[src/design/woa_pkg.sv]
// Shared types and constants for the windowed on-time accumulator.
// No dependencies; imported by every module of the block.
`default_nettype none
package woa_pkg;

  localparam int TIME_W          = 32;
  localparam int EVENT_DEPTH_DEF = 16;
  localparam logic [TIME_W-1:0] TIME_WINDOW_RST = 32'd86400;

  localparam logic ACT_SAMPLE = 1'b0;
  localparam logic ACT_QUERY  = 1'b1;

  // one ring entry
  typedef struct packed {
    logic              on;
    logic [TIME_W-1:0] t;
  } woa_entry_t;

  // sideband that travels with each ring read
  typedef struct packed {
    logic vld;
    logic last;
    logic written;
  } woa_tag_t;

endpackage
`default_nettype wire

[src/design/woa_ring.sv]
// Event ring storage: one write port, one registered read port.
// Depends on woa_pkg.
`default_nettype none
module woa_ring
  import woa_pkg::*;
#(
  parameter int EVENT_DEPTH = EVENT_DEPTH_DEF,
  parameter int AW          = $clog2(EVENT_DEPTH)
) (
  input  wire logic       clk,
  input  wire logic       we,
  input  wire logic [AW-1:0] waddr,
  input  wire woa_entry_t wdata,
  input  wire logic       re,
  input  wire logic [AW-1:0] raddr,
  output woa_entry_t      rdata
);

  woa_entry_t mem [EVENT_DEPTH];

  always_ff @(posedge clk) begin
    if (we) begin
      mem[waddr] <= wdata;
    end
  end

  always_ff @(posedge clk) begin
    if (re) begin
      rdata <= mem[raddr];
    end
  end

endmodule
`default_nettype wire

[src/design/woa_scan.sv]
// Scan datapath: window test, on-interval accumulation, open-interval close.
// Depends on woa_pkg.
`default_nettype none
module woa_scan
  import woa_pkg::*;
(
  input  wire logic              clk,
  input  wire logic              rst,
  input  wire logic              start,
  input  wire logic [TIME_W-1:0] now,
  input  wire logic [TIME_W-1:0] window,
  input  wire woa_tag_t          in_tag,
  input  wire woa_entry_t        in_entry,
  output logic                   res_done,
  output logic [TIME_W-1:0]      res
);

  logic [TIME_W-1:0] ent_t;
  logic              ent_on;
  logic [TIME_W-1:0] age;

  logic              a_vld;
  logic              a_last;
  logic [TIME_W-1:0] a_t;
  logic              a_on;
  logic              a_in;

  logic              running;
  logic [TIME_W-1:0] open_since;
  logic [TIME_W-1:0] total;
  logic              fin;

  // never-written slots read as time 0, off
  assign ent_t  = in_tag.written ? in_entry.t : '0;
  assign ent_on = in_tag.written & in_entry.on;
  assign age    = now - ent_t;

  always_ff @(posedge clk) begin
    if (rst) begin
      a_vld  <= 1'b0;
      a_last <= 1'b0;
    end else begin
      a_vld  <= in_tag.vld;
      a_last <= in_tag.vld & in_tag.last;
    end
  end

  always_ff @(posedge clk) begin
    a_t  <= ent_t;
    a_on <= ent_on;
    a_in <= (age <= window);
  end

  always_ff @(posedge clk) begin
    if (rst) begin
      running <= 1'b0;
      total   <= '0;
      fin     <= 1'b0;
    end else begin
      fin <= a_vld & a_last;
      if (start) begin
        running <= 1'b0;
        total   <= '0;
      end else if (a_vld && a_in) begin
        if (a_on) begin
          running    <= 1'b1;
          open_since <= a_t;
        end else if (running) begin
          total   <= total + a_t - open_since;
          running <= 1'b0;
        end
      end
    end
  end

  always_ff @(posedge clk) begin
    if (rst) begin
      res_done <= 1'b0;
    end else begin
      res_done <= fin;
    end
  end

  always_ff @(posedge clk) begin
    if (fin) begin
      res <= total + (running ? (now - open_since) : '0);
    end
  end

endmodule
`default_nettype wire

[src/design/windowed_on_time_accumulator.sv]
// Top level: handshakes, ring pointers, scan sequencer, output register.
// Depends on woa_pkg, woa_ring, woa_scan.
//
// channel   dir  accept                        payload
// s_axis    in   s_axis_tvalid & s_axis_tready tuser: action; tdata: pump_on, now
// m_axis    out  m_axis_tvalid & m_axis_tready tdata: runtime
// cfg       in   cfg_valid & cfg_ready         cfg_data: time_window
//
// A sample leaves the sequencer in idle; the next item is accepted in the following cycle.
// A query reads the ring one entry per cycle over the single read port,
// then passes through the scan pipeline and the output load.
// Reset leaves the ring logically empty through a fill count; no clearing pass.
// A finished result waits in the output register while samples are accepted;
// a later query holds before its result load until that register is free.
`default_nettype none
module windowed_on_time_accumulator
  import woa_pkg::*;
#(
  parameter int EVENT_DEPTH = EVENT_DEPTH_DEF
) (
  input  wire logic              clk,
  input  wire logic              rst,
  input  wire logic              s_axis_tvalid,
  output logic                   s_axis_tready,
  input  wire logic [39:0]       s_axis_tdata,  // [0] pump_on, [32:1] now, [39:33] zero
  input  wire logic [0:0]        s_axis_tuser,  // [0] action
  output logic                   m_axis_tvalid,
  input  wire logic              m_axis_tready,
  output logic [TIME_W-1:0]      m_axis_tdata,  // [31:0] runtime
  input  wire logic              cfg_valid,
  output logic                   cfg_ready,
  input  wire logic [TIME_W-1:0] cfg_data
);

  localparam int AW = $clog2(EVENT_DEPTH);
  localparam int CW = $clog2(EVENT_DEPTH + 1);
  localparam logic [AW-1:0] LAST_SLOT = AW'(EVENT_DEPTH - 1);
  localparam logic [CW-1:0] FULL_CNT  = CW'(EVENT_DEPTH);

  typedef enum logic [3:0] {
    IDLE  = 4'b0001,
    SCAN  = 4'b0010,
    DRAIN = 4'b0100,
    DONE  = 4'b1000
  } state_t;

  state_t            state;
  logic [AW-1:0]     write_slot;
  logic [CW-1:0]     fill;
  logic              last_status;
  logic [TIME_W-1:0] time_window;
  logic [TIME_W-1:0] qnow;
  logic [AW-1:0]     rd_ptr;
  logic [AW-1:0]     rd_cnt;
  woa_tag_t          tag;

  logic              in_xfer;
  logic              in_action;
  logic              in_pump;
  logic [TIME_W-1:0] in_now;
  logic              sample_wr;
  logic              query_start;
  logic              rd_en;
  logic              out_free;
  woa_entry_t        wr_entry;
  woa_entry_t        rd_entry;
  logic              res_done;
  logic [TIME_W-1:0] res;

  assign in_action   = s_axis_tuser[0];
  assign in_pump     = s_axis_tdata[0];
  assign in_now      = s_axis_tdata[32:1];
  assign in_xfer     = s_axis_tvalid & s_axis_tready;
  assign sample_wr   = in_xfer & (in_action == ACT_SAMPLE) & (in_pump != last_status);
  assign query_start = in_xfer & (in_action == ACT_QUERY);
  assign rd_en       = (state == SCAN);
  assign out_free    = ~m_axis_tvalid | m_axis_tready;

  assign s_axis_tready = (state == IDLE);
  assign cfg_ready     = 1'b1;

  assign wr_entry.on = in_pump;
  assign wr_entry.t  = in_now;

  always_ff @(posedge clk) begin
    if (rst) begin
      time_window <= TIME_WINDOW_RST;
    end else if (cfg_valid) begin
      time_window <= cfg_data;
    end
  end

  always_ff @(posedge clk) begin
    if (rst) begin
      write_slot  <= '0;
      fill        <= '0;
      last_status <= 1'b0;
    end else if (sample_wr) begin
      write_slot  <= (write_slot == LAST_SLOT) ? '0 : write_slot + 1'b1;
      last_status <= in_pump;
      if (fill != FULL_CNT) begin
        fill <= fill + 1'b1;
      end
    end
  end

  always_ff @(posedge clk) begin
    if (query_start) begin
      qnow <= in_now;
    end
  end

  always_ff @(posedge clk) begin
    if (rst) begin
      state  <= IDLE;
      rd_ptr <= '0;
      rd_cnt <= '0;
    end else begin
      unique case (state)
        IDLE: begin
          if (query_start) begin
            rd_ptr <= write_slot;
            rd_cnt <= '0;
            state  <= SCAN;
          end
        end
        SCAN: begin
          rd_ptr <= (rd_ptr == LAST_SLOT) ? '0 : rd_ptr + 1'b1;
          rd_cnt <= rd_cnt + 1'b1;
          if (rd_cnt == LAST_SLOT) begin
            state <= DRAIN;
          end
        end
        DRAIN: begin
          if (res_done) begin
            state <= DONE;
          end
        end
        DONE: begin
          if (out_free) begin
            state <= IDLE;
          end
        end
        default: state <= IDLE;
      endcase
    end
  end

  // tag lines up with the registered ring read
  always_ff @(posedge clk) begin
    if (rst) begin
      tag <= '0;
    end else begin
      tag.vld     <= rd_en;
      tag.last    <= (rd_cnt == LAST_SLOT);
      tag.written <= (CW'(rd_ptr) < fill);
    end
  end

  always_ff @(posedge clk) begin
    if (rst) begin
      m_axis_tvalid <= 1'b0;
    end else if ((state == DONE) && out_free) begin
      m_axis_tvalid <= 1'b1;
    end else if (m_axis_tready) begin
      m_axis_tvalid <= 1'b0;
    end
  end

  always_ff @(posedge clk) begin
    if ((state == DONE) && out_free) begin
      m_axis_tdata <= res;
    end
  end

  woa_ring #(
    .EVENT_DEPTH (EVENT_DEPTH),
    .AW          (AW)
  ) u_ring (
    .clk   (clk),
    .we    (sample_wr),
    .waddr (write_slot),
    .wdata (wr_entry),
    .re    (rd_en),
    .raddr (rd_ptr),
    .rdata (rd_entry)
  );

  woa_scan u_scan (
    .clk      (clk),
    .rst      (rst),
    .start    (query_start),
    .now      (qnow),
    .window   (time_window),
    .in_tag   (tag),
    .in_entry (rd_entry),
    .res_done (res_done),
    .res      (res)
  );

endmodule
`default_nettype wire

[config.mk]
export PLATFORM = sky130hd
export DESIGN_NAME = windowed_on_time_accumulator
export DESIGN_NICKNAME = d
export VERILOG_FILES = /design/src/design/woa_pkg.sv /design/src/design/woa_ring.sv /design/src/design/woa_scan.sv /design/src/design/windowed_on_time_accumulator.sv
export SDC_FILE = /design/constraint.sdc
export NUM_CORES = 1
export LEC_CHECK = 0
export BUFFER_PORTS_ARGS = -buffer_cell sky130_fd_sc_hd__buf_2
export CORE_AREA = 2 2 341 208
export CTS_CLUSTER_DIAMETER = 30
export DETAILED_ROUTE_END_ITERATION = 8
export DIE_AREA = 0 0 343 210
export GPL_ROUTABILITY_DRIVEN = 0
export MAX_ROUTING_LAYER = met4
export PLACE_DENSITY = 0.77
export SLEW_MARGIN = 20
export SYNTH_ARGS = -nofsm -noshare
export SYNTH_HDL_FRONTEND = slang
export SYNTH_SLANG_ARGS = --single-unit
export TNS_END_PERCENT = 30
[constraint.sdc]
create_clock -name clk -period 5.54 [get_ports clk]
set_clock_uncertainty 0.1 [all_clocks]
set_input_delay 1.108 -clock clk [delete_from_list [all_inputs] [get_ports clk]]
set_output_delay 1.108 -clock clk [all_outputs]
set_load 0.03 [all_outputs]
==> results.sh <==
export IMPL_hp_class="flip-flop to flip-flop"
export IMPL_critical_path_top_delay_family="compound AO/OA/AOI/OAI gates"
export IMPL_finalCriticalPeriod_ps=5520
export IMPL_power_frac_clock_pct=47.6
export IMPL_area_growth_pct=14.9
export IMPL_postRouteAntennaNets=0
export IMPL_ios=113
export IMPL_hold_end="m_axis_tdata[26]"
export IMPL_path_clk_slew_ps=60
export IMPL_power_frac_seq_pct=45.9
export IMPL_drc=0
export IMPL_syn_instance_count=2598
export IMPL_cp_slowest_cell="o31ai_1"
export IMPL_multi_input_area_mm2=0.0131
export IMPL_worst_pin_slew_ps=1030
export IMPL_worstPathArrival_ps=6020
export IMPL_core_area_mm2=0.0691
export IMPL_grt_use_total_pct=26.5
export IMPL_grt_ovfl_total=0
export IMPL_setup_viol=0
export IMPL_drt_wirelength_per_cell_um=24.0
export IMPL_grt_max_degree=81
export IMPL_synthTopCellsByArea="edfxtp_1 55%, mux4_2 9.9%, dfxtp_1 6.9%, ha_1 5.6%, inv_1 2.6%"
export IMPL_io_buffers=104
export IMPL_swShare_pct=23.3
export IMPL_synthDistinctLibCells=74
export IMPL_path_buf_inv=0
export IMPL_dr_pass1_iters=6
export IMPL_finalNetCount=3049
export IMPL_crit_fanout=14
export IMPL_dp_slack_ps=206
export IMPL_hold_path_depth=0
export IMPL_period_share_pct=99.6
export IMPL_fmax_mhz=181
export IMPL_cts_root_buffer="clkbuf_16"
export IMPL_stdcell_count=3788
export IMPL_rows=75
export IMPL_max_vdd_ir_drop_mv=0.362
export IMPL_dp_hpwl_mm=58.1
export IMPL_p_sw_mw=3.44
export IMPL_grt_pass1_wl_mm=139
export IMPL_synth_top_area_cell="edfxtp_1"
export IMPL_clock_sinks=818
export IMPL_worstSkewPairLatency_ps=670
export IMPL_viasPerCell=6.07
export IMPL_hold_buffers=0
export IMPL_grt_pass1_vias=23300
export IMPL_final_common_cell="edfxtp_1"
export IMPL_p_per_area_mw_per_mm2=342
export IMPL_cts_htree_levels=3
export IMPL_synthArstFlopShare_pct=0
export IMPL_via_count=23000
export IMPL_synth_fp_nets=2878
export IMPL_antenna_found_initial=6
export IMPL_r2r_slack_ps=20
export IMPL_p_leak_nw=15.9
export IMPL_drtIter0Drc=2760
export IMPL_yosys_area_top_type_share_pct=55.1
export IMPL_hold_viol=0
export IMPL_die_area_mm2=0.0720
export IMPL_cts_tree="done"
export IMPL_cp_data_required_time_ps=6040
export IMPL_numCtsBuffers=103
export IMPL_die_h_um=210
export IMPL_die_w_um=343
export IMPL_cts_buffer_depth=3
export IMPL_intPower_mw=11.3
export IMPL_syn_avg_cell_area_um2=14.5
export IMPL_ff2ff_path_depth=19
export IMPL_synth_seq_cells=818
export IMPL_fin_ws_ps=22.7
export IMPL_reg2reg_from="tag[0]"
export IMPL_grt_setup_unrepaired="yes"
export IMPL_max_cap_violations=0
export IMPL_cp_end_kind="flip-flop"
export IMPL_start_kind="flip-flop"
export IMPL_drv_slew=0
export IMPL_netlist_area_mm2=0.0376
export IMPL_p_comb_share_pct=6.5
export IMPL_synth_edf_count=689
export IMPL_relSlewSlack_pct=31.0
export IMPL_criticalPathCategory="flip-flop to flip-flop"
export IMPL_fill_cells=4850
export IMPL_dp_cells=3586
export IMPL_min_from="u_scan.res[26]"
export IMPL_seqCellArea_mm2=0.0233
export IMPL_outcome="finished clean"
export IMPL_ys_flop_type="edfxtp_1"
export IMPL_yosysSeqAreaShare_pct=62.0
export IMPL_worstPathCellList="and2_1 > ha_1 > fa_1 > nor2b_1 > o21ai_0 > a21oi_1 > or3_1 > nand2_1 > o31ai_1 > a211oi_1 > o41ai_1 > xor2_1 > ha_1 > a21o_1 > a21o_1 > a21oi_1 > o21ai_0 > a211oi_1 > a41o_1"
export IMPL_r2r_end="u_scan.a_in"
export IMPL_most_common_layout_cells="689 x edfxtp_1, 259 x inv_1, 168 x ha_1, 165 x mux4_2, 148 x nand2_1"
export IMPL_wirelength_mm=90.8
export IMPL_start_util_pct=54.4
export IMPL_yosysWarnings=0
export IMPL_drive_gt1_share_pct=19.0
export IMPL_cp_slowest_stage_delay_ps=630
-- cell families (layout without fill, tap and decap cells) --
group	Yosys count	count (layout)	synth area share, %
flip-flops	818	818	62.0
AND/OR/NAND/NOR	489	489	6.19
AO/OA/AOI/OAI	431	431	7.49
buffers and inverters	342	604	3.44
adder cells (fa/ha/maj)	202	202	7.41
multiplexers	199	199	10.8
XOR/XNOR	116	116	2.70
other	1	5	0.00998
-- flip-flops by register name, summed over array words and instances (netlist names), 32 cells and up --
register	cells
u_scan.a_t	32
qnow	32
u_scan.total	32
m_axis_tdata	32
u_ring.rdata	33
u_ring.mem	528
u_scan.open_since	32
time_window	32
u_scan.res	32
-- per-stage QoR --
step | total power [mW] | area [um^2] | hold slack [ps] | setup TNS [ps] | utilization (%)
6_report | 14.8 | 43200 | 302 | 0 | 62.5
5_1_grt | 15.2 | 43200 | 325 | -9.86 | 62.5
4_1_cts | 14.8 | 43100 | 304 | 0 | 62.4
3_5_place_dp | 7.84 | 39400 | 305 | 0 | 57.1
3_3_place_gp | 7.78 | 39400 | 303 | 0 | 57.1
2_1_floorplan | 7.52 | 37600 | 300 | 0 | -
-- how the worst max path moves through the flow --
stage	end	cells past startpoint	start
after floorplan	u_ring.mem[0][0]	5	state[3]
after global placement	u_scan.res[29]	22	qnow[0]
after detailed placement	u_scan.res[29]	22	qnow[0]
after CTS	u_scan.a_in	20	tag[0]
after global routing	u_scan.res[28]	21	qnow[1]
final	u_scan.a_in	19	tag[0]
-- synth_stat cells (6+ instances only) --
cell type and n:
buf_1 9, nand4_1 22, ha_1 168, a21boi_0 6, o211ai_1 16, nand3_1 44
xnor2_1 77, o21ai_0 70, nand2_1 148, a21o_1 71, fa_1 34, a31oi_1 15
a21oi_1 138, nor2b_1 20, o21a_1 19, xor2_1 39, clkbuf_1 69, edfxtp_1 689
and3_1 15, dfxtp_1 129, nand2b_1 15, o2111ai_1 6, mux2i_1 33, o21bai_1 14
inv_1 259, mux4_2 165, nor3_1 26, and4_1 6, and2_1 35, a211oi_1 19
nor2_1 128, o31ai_1 8, or3_1 8
-- per-layer routing --
metal | vias to the layer above | track usage (%) | part of all wire [%]
met4 | 0 | 6.81 | 2.2
met5 | - | - | 0
li1 | 10100 | - | -
met1 | 11500 | 37.2 | 42
met3 | 171 | 5.61 | 9.3
met2 | 1167 | 39.9 | 46
-- repair_timing --
action | CTS | global route
setup endpoints to repair | 0 | 5
gates resized for setup | 0 | 6
hold endpoints to repair | 0 | 0
buffers inserted | 0 | 0
-- power groups by stage --
stage | combinational, mW | clock, mW | sequential [mW]
finish | 0.961 | 7.03 | 6.78
global route | 1.05 | 7.35 | 6.78
CTS | 0.940 | 7.09 | 6.78
detailed placement | 0.926 | 0 | 6.91
global placement | 0.876 | 0 | 6.91
floorplan | 0.639 | 0 | 6.88
-- worst register-to-register path, delay by kind of cell, from the launching register on --
| kind | cells | cell delay (ps) |
|---|---|---|
| and+or+nand+nor | 4 | 680 |
| xor gates and xnor gates | 1 | 180 |
| AOI/OAI and AO/OA | 11 | 3250 |
| DFF | 1 | 420 |
| adders and majority gates | 3 | 850 |
-- cell type report --
class	instances	area share (%)
Antenna cell	4	0.0232
Clock buffer	118	6.44
Clock inverter	78	2.09
Inverter	260	2.26
Multi-Input combinational cell	1438	30.5
Sequential cell	818	53.9
Tap cell	924	2.68
Timing Repair Buffer	148	2.09
(Power assumes the default switching activity.)
